===== src/sv/pxu_pkg.sv =====
// Shared types, constants and widening tables for the pixel stream unpacker.
`timescale 1ns / 1ps
`default_nettype none
package pxu_pkg;

  localparam int unsigned PADDR_W   = 5;
  localparam int unsigned PDATA_W   = 32;
  localparam int unsigned PIXADDR_W = 24;

  typedef enum logic [1:0] {
    FMT_RGBA8888   = 2'd0,
    FMT_RGB888     = 2'd1,
    FMT_RGB565     = 2'd2,
    FMT_RGB888_XOR = 2'd3
  } pxu_fmt_e;

  typedef enum logic [2:0] {
    REG_PIXEL_FORMAT  = 3'd0,
    REG_ROW_WIDTH     = 3'd1,
    REG_ROW_PITCH     = 3'd2,
    REG_START_ADDRESS = 3'd3,
    REG_FRAME_BYTES   = 3'd4
  } pxu_reg_e;

  typedef struct packed {
    pxu_fmt_e    pixel_format;
    logic [12:0] row_width;
    logic [15:0] row_pitch;
    logic [23:0] start_address;
    logic [25:0] frame_bytes;
  } pxu_cfg_t;

  typedef struct packed {
    logic                 pixel_valid;
    logic [PIXADDR_W-1:0] pixel_address;
    logic [7:0]           red;
    logic [7:0]           green;
    logic [7:0]           blue;
    logic [7:0]           alpha;
    logic                 xor_into_existing;
    logic                 frame_done;
  } pxu_res_t;

  localparam logic [7:0] ALPHA_OPAQUE = 8'hff;

  localparam logic [7:0] WIDEN5 [32] = '{
    8'd0,   8'd8,   8'd16,  8'd25,  8'd33,  8'd41,  8'd49,  8'd58,
    8'd66,  8'd74,  8'd82,  8'd90,  8'd99,  8'd107, 8'd115, 8'd123,
    8'd132, 8'd140, 8'd148, 8'd156, 8'd165, 8'd173, 8'd181, 8'd189,
    8'd197, 8'd206, 8'd214, 8'd222, 8'd230, 8'd239, 8'd247, 8'd255
  };

  localparam logic [7:0] WIDEN6 [64] = '{
    8'd0,   8'd4,   8'd8,   8'd12,  8'd16,  8'd20,  8'd24,  8'd28,
    8'd32,  8'd36,  8'd40,  8'd45,  8'd49,  8'd53,  8'd57,  8'd61,
    8'd65,  8'd69,  8'd73,  8'd77,  8'd81,  8'd85,  8'd89,  8'd93,
    8'd97,  8'd101, 8'd105, 8'd109, 8'd113, 8'd117, 8'd121, 8'd125,
    8'd130, 8'd134, 8'd138, 8'd142, 8'd146, 8'd150, 8'd154, 8'd158,
    8'd162, 8'd166, 8'd170, 8'd174, 8'd178, 8'd182, 8'd186, 8'd190,
    8'd194, 8'd198, 8'd202, 8'd206, 8'd210, 8'd215, 8'd219, 8'd223,
    8'd227, 8'd231, 8'd235, 8'd239, 8'd243, 8'd247, 8'd251, 8'd255
  };

  // Bytes that make one pixel in the given format
  function automatic logic [2:0] fmt_bytes(input pxu_fmt_e fmt);
    logic [2:0] n;
    unique case (fmt)
      FMT_RGBA8888: n = 3'd4;
      FMT_RGB565:   n = 3'd2;
      default:      n = 3'd3;
    endcase
    return n;
  endfunction

endpackage
`default_nettype wire


===== src/sv/pxu_if.sv =====
// Valid/ready channel interfaces for the byte input and the pixel output.
`timescale 1ns / 1ps
`default_nettype none
interface pxu_byte_if;
  logic       valid;
  logic       ready;
  logic [7:0] data_byte;
  logic       start_frame;

  modport source (output valid, output data_byte, output start_frame, input ready);
  modport sink   (input valid, input data_byte, input start_frame, output ready);
endinterface

interface pxu_pixel_if;
  logic        valid;
  logic        ready;
  logic        pixel_valid;
  logic [23:0] pixel_address;
  logic [7:0]  red;
  logic [7:0]  green;
  logic [7:0]  blue;
  logic [7:0]  alpha;
  logic        xor_into_existing;
  logic        frame_done;

  modport source (output valid, output pixel_valid, output pixel_address, output red,
                  output green, output blue, output alpha, output xor_into_existing,
                  output frame_done, input ready);
  modport sink   (input valid, input pixel_valid, input pixel_address, input red,
                  input green, input blue, input alpha, input xor_into_existing,
                  input frame_done, output ready);
endinterface
`default_nettype wire


===== src/sv/pixel_stream_unpacker.sv =====
// Top level of the pixel stream unpacker: byte stream in, framebuffer pixel writes out.
//
//   channel    | dir | handshake             | payload
//   -----------+-----+-----------------------+-----------------------------------------
//   byte_i     | in  | valid/ready           | data_byte, start_frame
//   pixel_o    | out | valid/ready           | pixel_valid, pixel_address, red, green,
//              |     |                       | blue, alpha, xor_into_existing, frame_done
//   APB        | in  | psel/penable, pready=1| five config registers at 4*i
//
// One byte per cycle while the output is not stalled; a beat is registered in the input
// register and its result in the output register.
// Row, address and byte-count state is updated in the same cycle the beat is assembled.
// Reset is asynchronous and active low and clears all control and frame state.
// A stalled output holds the input register; bytes that give no result still drain.
`timescale 1ns / 1ps
`default_nettype none
module pixel_stream_unpacker import pxu_pkg::*; #(
  parameter int unsigned MAX_ROW_WIDTH = 4096,
  parameter int unsigned ADDRESS_BITS  = 24
) (
  input  logic               clk_i,
  input  logic               rst_ni,
  pxu_byte_if.sink           byte_i,
  pxu_pixel_if.source        pixel_o,
  input  logic               psel,
  input  logic               penable,
  input  logic               pwrite,
  input  logic [PADDR_W-1:0] paddr,
  input  logic [PDATA_W-1:0] pwdata,
  output logic [PDATA_W-1:0] prdata,
  output logic               pready
);

  pxu_cfg_t cfg;
  pxu_res_t res, res_out;
  logic     res_valid, out_free, in_ready;

  pxu_regs u_regs (
    .clk_i   (clk_i),
    .rst_ni  (rst_ni),
    .psel    (psel),
    .penable (penable),
    .pwrite  (pwrite),
    .paddr   (paddr),
    .pwdata  (pwdata),
    .prdata  (prdata),
    .pready  (pready),
    .cfg_o   (cfg)
  );

  pxu_unpack #(
    .MAX_ROW_WIDTH (MAX_ROW_WIDTH),
    .ADDRESS_BITS  (ADDRESS_BITS)
  ) u_unpack (
    .clk_i       (clk_i),
    .rst_ni      (rst_ni),
    .cfg_i       (cfg),
    .in_valid_i  (byte_i.valid),
    .in_ready_o  (in_ready),
    .in_byte_i   (byte_i.data_byte),
    .in_start_i  (byte_i.start_frame),
    .out_free_i  (out_free),
    .res_valid_o (res_valid),
    .res_o       (res)
  );

  pxu_out_reg u_out (
    .clk_i       (clk_i),
    .rst_ni      (rst_ni),
    .res_valid_i (res_valid),
    .res_i       (res),
    .free_o      (out_free),
    .valid_o     (pixel_o.valid),
    .ready_i     (pixel_o.ready),
    .res_o       (res_out)
  );

  assign byte_i.ready              = in_ready;
  assign pixel_o.pixel_valid       = res_out.pixel_valid;
  assign pixel_o.pixel_address     = res_out.pixel_address;
  assign pixel_o.red               = res_out.red;
  assign pixel_o.green             = res_out.green;
  assign pixel_o.blue              = res_out.blue;
  assign pixel_o.alpha             = res_out.alpha;
  assign pixel_o.xor_into_existing = res_out.xor_into_existing;
  assign pixel_o.frame_done        = res_out.frame_done;

endmodule
`default_nettype wire


===== src/sv/pxu_regs.sv =====
// APB configuration registers of the pixel stream unpacker.
`timescale 1ns / 1ps
`default_nettype none
module pxu_regs import pxu_pkg::*; (
  input  logic               clk_i,
  input  logic               rst_ni,
  input  logic               psel,
  input  logic               penable,
  input  logic               pwrite,
  input  logic [PADDR_W-1:0] paddr,
  input  logic [PDATA_W-1:0] pwdata,
  output logic [PDATA_W-1:0] prdata,
  output logic               pready,
  output pxu_cfg_t           cfg_o
);

  pxu_cfg_t   cfg_q, cfg_d;
  logic [2:0] reg_idx;
  logic       wr_en;

  assign pready  = 1'b1;
  assign reg_idx = paddr[PADDR_W-1:2];
  assign wr_en   = psel & penable & pwrite & pready;

  always_comb begin
    cfg_d = cfg_q;
    if (wr_en) begin
      unique case (reg_idx)
        REG_PIXEL_FORMAT:  cfg_d.pixel_format  = pxu_fmt_e'(pwdata[1:0]);
        REG_ROW_WIDTH:     cfg_d.row_width     = pwdata[12:0];
        REG_ROW_PITCH:     cfg_d.row_pitch     = pwdata[15:0];
        REG_START_ADDRESS: cfg_d.start_address = pwdata[23:0];
        REG_FRAME_BYTES:   cfg_d.frame_bytes   = pwdata[25:0];
        default: ;
      endcase
    end
  end

  always_comb begin
    unique case (reg_idx)
      REG_PIXEL_FORMAT:  prdata = PDATA_W'(cfg_q.pixel_format);
      REG_ROW_WIDTH:     prdata = PDATA_W'(cfg_q.row_width);
      REG_ROW_PITCH:     prdata = PDATA_W'(cfg_q.row_pitch);
      REG_START_ADDRESS: prdata = PDATA_W'(cfg_q.start_address);
      REG_FRAME_BYTES:   prdata = PDATA_W'(cfg_q.frame_bytes);
      default:           prdata = '0;
    endcase
  end

  always_ff @(posedge clk_i or negedge rst_ni) begin
    if (!rst_ni) begin
      cfg_q.pixel_format  <= FMT_RGBA8888;
      cfg_q.row_width     <= 13'd1;
      cfg_q.row_pitch     <= 16'd1;
      cfg_q.start_address <= '0;
      cfg_q.frame_bytes   <= '0;
    end else begin
      cfg_q <= cfg_d;
    end
  end

  assign cfg_o = cfg_q;

endmodule
`default_nettype wire


===== src/sv/pxu_unpack.sv =====
// Input beat register, frame/row/byte state and single-pass pixel assembly.
`timescale 1ns / 1ps
`default_nettype none
module pxu_unpack import pxu_pkg::*; #(
  parameter int unsigned MAX_ROW_WIDTH = 4096,
  parameter int unsigned ADDRESS_BITS  = 24
) (
  input  logic     clk_i,
  input  logic     rst_ni,
  input  pxu_cfg_t cfg_i,
  input  logic     in_valid_i,
  output logic     in_ready_o,
  input  logic [7:0] in_byte_i,
  input  logic     in_start_i,
  input  logic     out_free_i,
  output logic     res_valid_o,
  output pxu_res_t res_o
);

  localparam int unsigned LW = $clog2(MAX_ROW_WIDTH + 1);
  localparam int unsigned AW = ADDRESS_BITS;

  // Input beat register
  logic       stg_valid_q;
  logic [7:0] stg_byte_q;
  logic       stg_start_q;

  // Frame state
  logic [7:0]    held_q [3];
  logic [7:0]    held_d [3];
  logic [1:0]    cnt_q, cnt_d;
  logic [AW-1:0] wp_q, wp_d;
  logic [LW-1:0] left_q, left_d;
  logic [25:0]   rem_q, rem_d;

  logic [12:0]   w_raw;
  logic [LW-1:0] eff_w;
  logic [1:0]    cnt_e;
  logic [AW-1:0] wp_e, wp_inc, wp_jump;
  logic [LW-1:0] left_e;
  logic [25:0]   rem_e, rem_dec;
  logic [7:0]    px [4];
  logic [2:0]    count;
  logic          pix_ok, done, has_res, advance;
  logic [31:0]   wp_wide;
  logic [4:0]    r5, b5;
  logic [5:0]    g6;

  always_comb begin
    w_raw = (cfg_i.row_width == '0) ? 13'd1 : cfg_i.row_width;
    if (32'(w_raw) > 32'(MAX_ROW_WIDTH)) begin
      eff_w = LW'(MAX_ROW_WIDTH);
    end else begin
      eff_w = LW'(w_raw);
    end
  end

  // Frame start reloads the counters before the byte is used
  always_comb begin
    if (stg_start_q) begin
      wp_e   = AW'(cfg_i.start_address);
      left_e = eff_w;
      cnt_e  = 2'd0;
      rem_e  = cfg_i.frame_bytes;
    end else begin
      wp_e   = wp_q;
      left_e = left_q;
      cnt_e  = cnt_q;
      rem_e  = rem_q;
    end
  end

  always_comb begin
    px[0]     = held_q[0];
    px[1]     = held_q[1];
    px[2]     = held_q[2];
    px[3]     = 8'd0;
    px[cnt_e] = stg_byte_q;
  end

  assign rem_dec = rem_e - 26'd1;
  assign done    = (rem_e != '0) && (rem_dec == '0);
  assign count   = {1'b0, cnt_e} + 3'd1;
  assign pix_ok  = (rem_e != '0) && (count >= fmt_bytes(cfg_i.pixel_format));
  assign has_res = pix_ok || done;

  assign wp_inc  = wp_e + AW'(1);
  assign wp_jump = wp_inc + AW'(cfg_i.row_pitch) - AW'(eff_w);
  assign wp_wide = 32'(wp_e);

  // RGB565 arrives low byte first
  assign r5 = px[1][7:3];
  assign g6 = {px[1][2:0], px[0][7:5]};
  assign b5 = px[0][4:0];

  always_comb begin
    res_o = '0;
    res_o.frame_done = done;
    if (pix_ok) begin
      res_o.pixel_valid   = 1'b1;
      res_o.pixel_address = wp_wide[PIXADDR_W-1:0];
      res_o.alpha         = ALPHA_OPAQUE;
      case (cfg_i.pixel_format)
        FMT_RGBA8888: begin
          res_o.red   = px[0];
          res_o.green = px[1];
          res_o.blue  = px[2];
          res_o.alpha = px[3];
        end
        FMT_RGB565: begin
          res_o.red   = WIDEN5[r5];
          res_o.green = WIDEN6[g6];
          res_o.blue  = WIDEN5[b5];
        end
        default: begin
          res_o.red               = px[0];
          res_o.green             = px[1];
          res_o.blue              = px[2];
          res_o.xor_into_existing = (cfg_i.pixel_format == FMT_RGB888_XOR);
        end
      endcase
    end
  end

  always_comb begin
    wp_d   = wp_e;
    left_d = left_e;
    cnt_d  = cnt_e;
    rem_d  = rem_e;
    for (int i = 0; i < 3; i++) begin
      held_d[i] = held_q[i];
    end
    if (rem_e != '0) begin
      rem_d = rem_dec;
      if (pix_ok) begin
        cnt_d = 2'd0;
        // Jump to the next framebuffer row when this pixel ends the row
        if (left_e <= LW'(1)) begin
          wp_d   = wp_jump;
          left_d = eff_w;
        end else begin
          wp_d   = wp_inc;
          left_d = left_e - LW'(1);
        end
      end else begin
        cnt_d = count[1:0];
        for (int i = 0; i < 3; i++) begin
          if (cnt_e == 2'(i)) begin
            held_d[i] = stg_byte_q;
          end
        end
      end
    end
  end

  // Hold the beat while its result cannot move on
  assign advance     = stg_valid_q && (!has_res || out_free_i);
  assign in_ready_o  = !stg_valid_q || advance;
  assign res_valid_o = stg_valid_q && has_res;

  always_ff @(posedge clk_i or negedge rst_ni) begin
    if (!rst_ni) begin
      stg_valid_q <= 1'b0;
    end else if (in_ready_o) begin
      stg_valid_q <= in_valid_i;
    end
  end

  always_ff @(posedge clk_i) begin
    if (in_ready_o && in_valid_i) begin
      stg_byte_q  <= in_byte_i;
      stg_start_q <= in_start_i;
    end
  end

  always_ff @(posedge clk_i or negedge rst_ni) begin
    if (!rst_ni) begin
      for (int i = 0; i < 3; i++) begin
        held_q[i] <= '0;
      end
      cnt_q  <= '0;
      wp_q   <= '0;
      left_q <= '0;
      rem_q  <= '0;
    end else if (advance) begin
      for (int i = 0; i < 3; i++) begin
        held_q[i] <= held_d[i];
      end
      cnt_q  <= cnt_d;
      wp_q   <= wp_d;
      left_q <= left_d;
      rem_q  <= rem_d;
    end
  end

endmodule
`default_nettype wire


===== src/sv/pxu_out_reg.sv =====
// Result register between pixel assembly and the output channel.
`timescale 1ns / 1ps
`default_nettype none
module pxu_out_reg import pxu_pkg::*; (
  input  logic     clk_i,
  input  logic     rst_ni,
  input  logic     res_valid_i,
  input  pxu_res_t res_i,
  output logic     free_o,
  output logic     valid_o,
  input  logic     ready_i,
  output pxu_res_t res_o
);

  logic     valid_q;
  pxu_res_t res_q;

  assign free_o = !valid_q || ready_i;

  always_ff @(posedge clk_i or negedge rst_ni) begin
    if (!rst_ni) begin
      valid_q <= 1'b0;
    end else if (free_o) begin
      valid_q <= res_valid_i;
    end
  end

  always_ff @(posedge clk_i) begin
    if (free_o && res_valid_i) begin
      res_q <= res_i;
    end
  end

  assign valid_o = valid_q;
  assign res_o   = res_q;

endmodule
`default_nettype wire


===== src/flat_wrapper.sv =====
// flat-port wrapper written by rule: the top's interface ports become plain ports
module pixel_stream_unpacker_flat import pxu_pkg::*;
#(
  parameter int unsigned MAX_ROW_WIDTH = 4096,
  parameter int unsigned ADDRESS_BITS  = 24
)
  (clk_i, rst_ni, psel, penable, pwrite, paddr, pwdata, prdata, pready, byte_i_valid, byte_i_data_byte, byte_i_start_frame, byte_i_ready, pixel_o_valid, pixel_o_pixel_valid, pixel_o_pixel_address, pixel_o_red, pixel_o_green, pixel_o_blue, pixel_o_alpha, pixel_o_xor_into_existing, pixel_o_frame_done, pixel_o_ready);
  pxu_byte_if byte_i_i ();
  pxu_pixel_if pixel_o_i ();
  input  logic clk_i;
  input  logic rst_ni;
  input  logic psel;
  input  logic penable;
  input  logic pwrite;
  input  logic [PADDR_W-1:0] paddr;
  input  logic [PDATA_W-1:0] pwdata;
  output logic [PDATA_W-1:0] prdata;
  output logic pready;
  input wire logic [$bits(byte_i_i.valid)-1:0] byte_i_valid;
  input wire logic [$bits(byte_i_i.data_byte)-1:0] byte_i_data_byte;
  input wire logic [$bits(byte_i_i.start_frame)-1:0] byte_i_start_frame;
  output wire logic [$bits(byte_i_i.ready)-1:0] byte_i_ready;
  output wire logic [$bits(pixel_o_i.valid)-1:0] pixel_o_valid;
  output wire logic [$bits(pixel_o_i.pixel_valid)-1:0] pixel_o_pixel_valid;
  output wire logic [$bits(pixel_o_i.pixel_address)-1:0] pixel_o_pixel_address;
  output wire logic [$bits(pixel_o_i.red)-1:0] pixel_o_red;
  output wire logic [$bits(pixel_o_i.green)-1:0] pixel_o_green;
  output wire logic [$bits(pixel_o_i.blue)-1:0] pixel_o_blue;
  output wire logic [$bits(pixel_o_i.alpha)-1:0] pixel_o_alpha;
  output wire logic [$bits(pixel_o_i.xor_into_existing)-1:0] pixel_o_xor_into_existing;
  output wire logic [$bits(pixel_o_i.frame_done)-1:0] pixel_o_frame_done;
  input wire logic [$bits(pixel_o_i.ready)-1:0] pixel_o_ready;
  assign byte_i_i.valid = byte_i_valid;
  assign byte_i_i.data_byte = byte_i_data_byte;
  assign byte_i_i.start_frame = byte_i_start_frame;
  assign byte_i_ready = byte_i_i.ready;
  assign pixel_o_valid = pixel_o_i.valid;
  assign pixel_o_pixel_valid = pixel_o_i.pixel_valid;
  assign pixel_o_pixel_address = pixel_o_i.pixel_address;
  assign pixel_o_red = pixel_o_i.red;
  assign pixel_o_green = pixel_o_i.green;
  assign pixel_o_blue = pixel_o_i.blue;
  assign pixel_o_alpha = pixel_o_i.alpha;
  assign pixel_o_xor_into_existing = pixel_o_i.xor_into_existing;
  assign pixel_o_frame_done = pixel_o_i.frame_done;
  assign pixel_o_i.ready = pixel_o_ready;
  pixel_stream_unpacker #(.MAX_ROW_WIDTH(MAX_ROW_WIDTH), .ADDRESS_BITS(ADDRESS_BITS)) u_core (.clk_i(clk_i), .rst_ni(rst_ni), .byte_i(byte_i_i), .pixel_o(pixel_o_i), .psel(psel), .penable(penable), .pwrite(pwrite), .paddr(paddr), .pwdata(pwdata), .prdata(prdata), .pready(pready));
endmodule

===== config.mk =====
export PLATFORM = sky130hd
export DESIGN_NAME = pixel_stream_unpacker_flat
export DESIGN_NICKNAME = d
export VERILOG_FILES = /design/src/sv/pxu_pkg.sv /design/src/sv/pxu_if.sv /design/src/sv/pixel_stream_unpacker.sv /design/src/sv/pxu_regs.sv /design/src/sv/pxu_unpack.sv /design/src/sv/pxu_out_reg.sv /design/src/flat_wrapper.sv
export SDC_FILE = /design/constraint.sdc
export NUM_CORES = 1
export LEC_CHECK = 0
export BUFFER_PORTS_ARGS = -buffer_cell sky130_fd_sc_hd__buf_2
export CAP_MARGIN = 20
export CORE_UTILIZATION = 65
export CTS_CLUSTER_DIAMETER = 80
export CTS_CLUSTER_SIZE = 8
export DETAILED_ROUTE_END_ITERATION = 8
export PLACE_DENSITY = 0.86
export RECOVER_POWER = 50
export REMOVE_ABC_BUFFERS = 1
export SYNTH_ARGS = -nofsm -noshare
export SYNTH_HDL_FRONTEND = slang
export SYNTH_SLANG_ARGS = --single-unit

===== constraint.sdc =====
create_clock -name clk_i -period 24 [get_ports clk_i]
set_clock_uncertainty 0.05 [all_clocks]
set_input_delay 1.2 -clock clk_i [delete_from_list [all_inputs] [get_ports clk_i]]
set_output_delay 1.2 -clock clk_i [all_outputs]
set_load 0.005 [all_outputs]

---- Yosys cells after proc, flatten, opt, wreduce, memory -nomap -nowiden ----
Memory sizes are Yosys's and may differ from the RTL's.
Index checks and enable logic that the tools add are counted.
cells by class
  order comparisons ....................... 8
  equal/unequal tests ..................... 8
  bitwise logic cells ..................... 7
  multiplexer cells ....................... 30
  reductions and logical operators ........ 30
  $add $sub $neg .......................... 6
operators by type and width
  kind                     count
  $pmux W26 S5             1
  $mux W24                 5
  $mux W13                 6
  $mux W8                  8
  $mux W58                 1
  $mux W26                 2
  $bwmux W32               1
  $logic_not A26 Y1        1
  $reduce_bool A26 Y1      1
  $sub A26 B1 Y26 const B  1
  $add A24 B1 Y24 const B  1
  $add A24 B16 Y24         1
  $sub A24 B13 Y24         1
  $demux W8 S2             1
  $gt A13 B13 Y1 const B   1
  $le A13 B1 Y1 const B    1
  $logic_not A13 Y1        1
  $sub A13 B1 Y13 const B  1
  $ge A6 B6 Y1 const B     2
  $not A5 Y6               2
  $reduce_and A4 Y1        3
  $reduce_and A2 Y1        5
  $ge A7 B7 Y1 const B     1
  $logic_and A1 B1 Y1      7
  22 further kinds         34
word-level totals
  input port bits ......................... 53
  memories ................................ 3
  bits in read-only memories .............. 1024
  flip-flop bits (word level) ............. 240
  logic and storage cells ................. 116
memories
  name              words  width  rd ports  clocked after memory_dff  write ports  line               source
  (name not given)  64     8      1         0                         0            pxu_unpack.sv:112  res_o.green = WIDEN6[g6];
  (name not given)  32     8      1         0                         0            pxu_unpack.sv:113  res_o.blue = WIDEN5[b5];
  (name not given)  32     8      1         0                         0            pxu_unpack.sv:111  res_o.red = WIDEN5[r5];

---- Logic depth before layout (Yosys ltp) ----
  depth after elaboration ................. 13
  gate-level depth with buffers ........... 26
  depth with buffers taken out ............ 22

---- Cells and area by module ----
A second synthesis with hierarchy kept.
second synthesis, totals
  cells, all modules ...................... 1566
  area, all modules ....................... 15581.2 sq um
modules (own cells, without submodules)
  module       cells each  instances  area each (sq um)  sequential area each (sq um)
  pxu_unpack   1245        1          10075.9            2522.4
  pxu_regs     258         1          3679.8             2029.4
  pxu_out_reg  63          1          1825.5             1796.7

---- Worst setup path after synthesis ----
No wires, ideal clock.
  kind .................................... register to register
  from .................................... register u_core.u_unpack.stg_start_q
  to ...................................... register u_core.u_out.res_q, in the netlist u_core.u_out.res_o[0], enable pin
  required time ........................... 23.474 ns
  arrival time ............................ 7.218 ns
  cell stages (with the launch flop) ...... 22
  slack ................................... 16.256 ns
  library setup time ...................... 0.476 ns
  cell sequence ........................... edfxtp_1 -> buf_6 -> buf_6 -> buf_6 -> buf_4 -> buf_4 -> buf_2 -> buf_2 -> buf_2 -> buf_1 -> clkbuf_1 -> mux2i_1 -> ha_1 -> nand3_1 -> or4_4 -> or3b_1 -> xor2_1 -> nor4_4 -> nand3_1 -> nand2_1 -> nand2_1 -> nor2_1
on the way
  longest elaborated chain between the ends .. 7
ends and longest elaborated chain
  what                                               line                                source
  start: declaration                                 pxu_unpack.sv:26                    logic stg_start_q;
  start signal: assignment                           pxu_unpack.sv:172                   stg_start_q <= in_start_i;
  $mux W26 or $mux W2 (tied branches)                pxu_unpack.sv:60                    if (stg_start_q) begin
  $sub A26 B1 Y26 or $add A2 B1 Y3 (tied branches)   pxu_unpack.sv:81, pxu_unpack.sv:83
  $logic_not A26 Y1 or $ge A3 B3 Y1 (tied branches)  pxu_unpack.sv:82, pxu_unpack.sv:84
  $logic_and A1 B1 Y1, on equally long branches      pxu_unpack.sv:82, pxu_unpack.sv:84
  $logic_or A1 B1 Y1 *                               pxu_unpack.sv:85                    assign has_res = pix_ok || done;
  $logic_and A1 B1 Y1 *                              pxu_unpack.sv:159                   assign res_valid_o = stg_valid_q && has_res;
  $logic_and A1 B1 Y1 *                              pxu_out_reg.sv:29                   if (free_o && res_valid_i) begin
  end signal: assignment                             pxu_out_reg.sv:30                   res_q <= res_i;
  end: declaration                                   pxu_out_reg.sv:16                   pxu_res_t res_q;
Every way passes the cells marked *; elsewhere a longest branch is shown, timed or not.
A chain may end at the register's enable or synchronous reset.

==> Implementation_results.wiki <==
{| class="wikitable"
! Metric !! Value
|-
| Width of the die || 156.1 µm
|-
| Full die area || 24360 µm²
|-
| Aggregate global-route resource usage || 0.3623
|-
| Kind of end point of the critical path || asynchronous set/reset pin
|-
| Post-synth top area cell || dfrtp_1
|-
| Cells along the critical path || clkbuf_1, clkbuf_1
|-
| Final standard cell area without fillers || 17140 µm²
|-
| Standard-cell row count || 56
|-
| Pwr Total || 2.057 mW
|-
| Core box area || around 23000 µm²
|-
| DPL Wire Length || about 29000 µm
|-
| Post-layout min period || 8.461 ns
|-
| Starting density of the core || 0.6593
|-
| Type of the worst setup path || input pin to asynchronous set/reset pin
|-
| Vias in the first global route || 12850
|-
| Chip Height || 156.1 µm
|-
| Sequential cell area fraction in the yosys report || 0.4115
|-
| Combined area of all synthesized cells || 15430 µm²
|-
| Number of placed I/O pins || roughly 150
|-
| CP Buf/Inv Count || 2
|-
| Internal cell power || 1.207 mW
|-
| Combinational power share || 0.449
|-
| Congestion Overflow GR || 0
|-
| Area growth from synthesis to final layout || 11.08%
|-
| Drt initial violations || 1485
|-
| Area taken by multi-input logic gates || between 8000 and 9000 µm²
|-
| Source-to-sink clock delay at the later pin of the worst-skew pair || roughly 0.52 ns
|-
| Cell mode on critical path || clkbuf_1
|-
| #FFs+latches synth || 240
|-
| Detailed Routing Iterations Pass 1 || 6
|-
| Average routed wire per standard cell || 21.68 µm
|-
| Slew Viols, Final || between 150 and 200
|-
| Synth cell types || 89
|-
| Num CTS Buffers || 35
|-
| DR vias/cell || 6.674
|-
| Clock power frac || 0.221
|-
| Maximum fanout along the worst path || 100
|-
| Post-synth EDFFs || 68
|-
| Biggest cell delay along the critical path || 3.82 ns
|-
| Multiplexer fraction of the synthesized cell area || 0.1369
|-
| Worst supply voltage drop on vdd || 0.00007005 V
|-
| Post-cts hold buffer count || 0
|-
| Synth Area per Inst || about 9.8 µm²
|-
| Clock transition time at the flip-flop clock pins of the worst setup and hold paths || 0.06 ns
|-
| Sequential fraction of design power || 0.330
|-
| Failing checks || max-capacitance violations, max-slew violations
|-
| Total setup violations reported at the end of the flow || 0
|-
| Buffers inserted by post-CTS timing repair || 0
|-
| H-tree depth reported by CTS || 2
|-
| Cell at the slowest stage of the critical path || clkbuf_1
|-
| Proportion of layout cells with a drive suffix above 1 || 0.1768
|-
| Net switching power figure || 850.1 µW
|-
| Wire length of the first global-routing pass || 68890 µm
|-
| Layout filler cell count || 1670
|-
| Status || complete, but fails checks
|-
| Antenna cell count || 0
|-
| XOR/XNOR share of the synthesized area || 0.04030
|-
| Most common library cell in the layout ignoring fill and taps || nand2_1
|-
| Switching part of the total || 0.4132
|-
| Worst slew margin || -2.714
|-
| Crit path DAT || 8.12 ns
|-
| Cells after Synth || around 1600
|-
| Utilization of the core after routing || 0.7323
|-
| Total of warnings raised by yosys || 0
|-
| Kind of launch point of the worst setup path || input pin
|-
| Number of port buffers || 131
|-
| Total leakage power || 7.138 nW
|-
| Proportion of register bits with asynchronous set or reset after synthesis || 0.7167
|-
| Placed Cells incl. Taps || 1953
|-
| Cell class contributing the biggest share of worst-path delay || buffers and inverters
|-
| Filler-free cell count of the finished design || 2010
|-
| Clock tree buffer depth || 3
|-
| Final-layout setup total negative slack || 0 ns
|-
| Adder-cell share of the synthesized area || 0.04931
|-
| Compound-cell area share of the yosys netlist || 0.1607
|-
| Tightest Hold Check Type || flop to flop
|-
| Maximum number of pins on one net before global-route repair || 160
|-
| Detail Route Antenna Nets || 0
|-
| Number of resized instances in the post-cts repair step || 0
|-
| Fraction of post-synthesis cell area in the top cell type by area || 0.2757
|-
| Clock tree from TritonCTS || done
|-
| Fin. Hold Viols || 0
|-
| Worst EP required || 23.65 ns
|-
| Register area || 6349 µm²
|-
| Final weighted congestion of routability-driven global placement || 0.9621
|-
| Via count || roughly 13000
|-
| Remaining routing DRC violations || 0
|-
| Cell types with the largest area share after synthesis || dfrtp_1 28%, edfxtp_1 13%, mux2_2 9.0%
|-
| Antenna violations before repair || 0
|-
| Max-cap violations || 4
|-
| Combinational family with the most area after synthesis || compound AO/OA/AOI/OAI gates
|-
| CTS Root Buffer Type || clkbuf_16
|-
| Number of nets at the end of the flow || 1777
|-
| Fraction of the mapped netlist area in simple logic gates || 0.1570
|-
| Commonest non-fill, non-tap cells in the layout || 171 x nand2_1, 170 x dfrtp_1, 122 x mux2_2, 121 x nor2_1
|-
| Number of clock sinks || 240
|-
| Total power density per cell area || 120.0 nW/µm²
|-
| Highest attainable clock frequency || between 100 and 150 MHz
|-
| Pin slew with the least headroom to its limit || 5.571 ns
|-
| Area post-placement || 16210 µm²
|-
| Period Utilization, post-route || 0.3526
|-
| Primary FF master, synth || dfrtp_1
|-
| Total wire length || 43580 µm
|-
| Unrepaired setup endpoints after global routing || false
|}
## cells by family (layout without fill, tap and decap cells)
| logic type | count (synthesis) | after routing |
|---|---|---|
| adder cells (fa/ha/maj) | 53 | 53 |
| buffers and inverters | 155 | 260 |
| AND/OR/NAND/NOR | 492 | 492 |
| multiplexers | 194 | 194 |
| flip-flops | 240 | 240 |
| AO/OA/AOI/OAI | 374 | 374 |
| XOR/XNOR | 71 | 71 |
| other | 2 | 7 |
## synth_stat cells (all sizes together) (19+ instances only)
library cell and instances:
a31oi 19, edfxtp 68, nor3 37, xnor2 39, o21ai 98, mux2 123
xor2 32, nor2 123, a22oi 19, o31ai 20, nand3 32, dfrtp 170
ha 40, nand2 172, a211oi 32, buf 47, inv 56, mux2i 71
o22ai 22, a21oi 64, clkbuf 51
## cell type report
cell class              count  area share
repair buffers            146     0.04220
clock buffers              54     0.05527
flip-flops and latches    240      0.3704
multi-input cells        1191      0.4931
well taps                 319     0.02329
inverters                  57     0.01248
clock inverters             3    0.003212
## stage by stage
step | hold WS, ns | worst slack, ns
floorplan | 0.3880 | 14.01
detailed placement | 0.4125 | 17.38
global placement | 0.4035 | 17.57
CTS | 0.4256 | 17.35
global route | 0.4338 | 13.99
finish | 0.4231 | 15.54
## metal layers
layer,GRT usage,wire (µm),vias to the layer above
met5,0,0,-
met4,0.2166,2610,0
met3,0.06611,4284,168
met2,0.5604,19610,883
met1,0.4762,17070,6407
li1,-,-,5956
## worst paths after layout
kind / slack (ns) / depth (start not counted) / startpoint / end
min in group asynchronous: 2.66 / 1 / rst_ni / u_core.u_unpack.held_q[4]
setup / recovery: 15.54 / 2 / rst_ni / u_core.u_unpack.wp_q[19]
hold / removal: 0.42 / 2 / u_core.u_unpack.rem_q[3] / u_core.u_unpack.rem_q[3]
hold reg to reg: 0.42 / 2 / u_core.u_unpack.rem_q[3] / u_core.u_unpack.rem_q[3]
max in group clk_i: 17.19 / 19 / u_core.u_unpack.stg_start_q / u_core.u_unpack.wp_q[23]
setup reg to reg: 17.19 / 19 / u_core.u_unpack.stg_start_q / u_core.u_unpack.wp_q[23]
## registers in the layout, summed over array words and instances (netlist names)
register,count
u_core.u_unpack.left_q,13
u_core.u_unpack.stg_valid_q,1
u_core.u_unpack.stg_start_q,1
u_core.u_regs.cfg_o,81
u_core.u_unpack.held_q,24
u_core.u_out.res_o,59
u_core.u_unpack.wp_q,24
u_core.u_unpack.cnt_q,2
u_core.u_unpack.rem_q,26
u_core.u_unpack.stg_byte_q,8
u_core.u_out.valid_o,1
## power by group through the flow
| stage | clock [mW] | sequential, mW | combinational (mW) |
|---|---|---|---|
| 2_1_floorplan | 0 | 0.648 | 0.670 |
| 3_3_place_gp | 0 | 0.667 | 0.862 |
| 3_5_place_dp | 0 | 0.677 | 0.894 |
| 4_1_cts | 0.456 | 0.673 | 0.908 |
| 5_1_grt | 0.474 | 0.690 | 1.02 |
| 6_report | 0.454 | 0.679 | 0.924 |
## worst register-to-register path, stage by stage, from the launching register on
cell and delay, ns:
edfxtp_1 0.54, buf_12 0.54, mux2i_1 0.50, nor3_2 0.49, nand2_1 0.18, nor2_1 0.46
nand2_1 0.13, xor2_1 0.16, mux2i_1 0.24, fa_1 0.46, ha_1 0.39, nand4_1 0.12
a311oi_1 0.44, nor2_1 0.18, o31ai_1 0.46, a2111oi_0 0.20, a311o_1 0.34, or3b_1 0.43
a311oi_2 0.27, o31ai_1 0.10
Note: power is estimated with default switching activity, not from simulation.
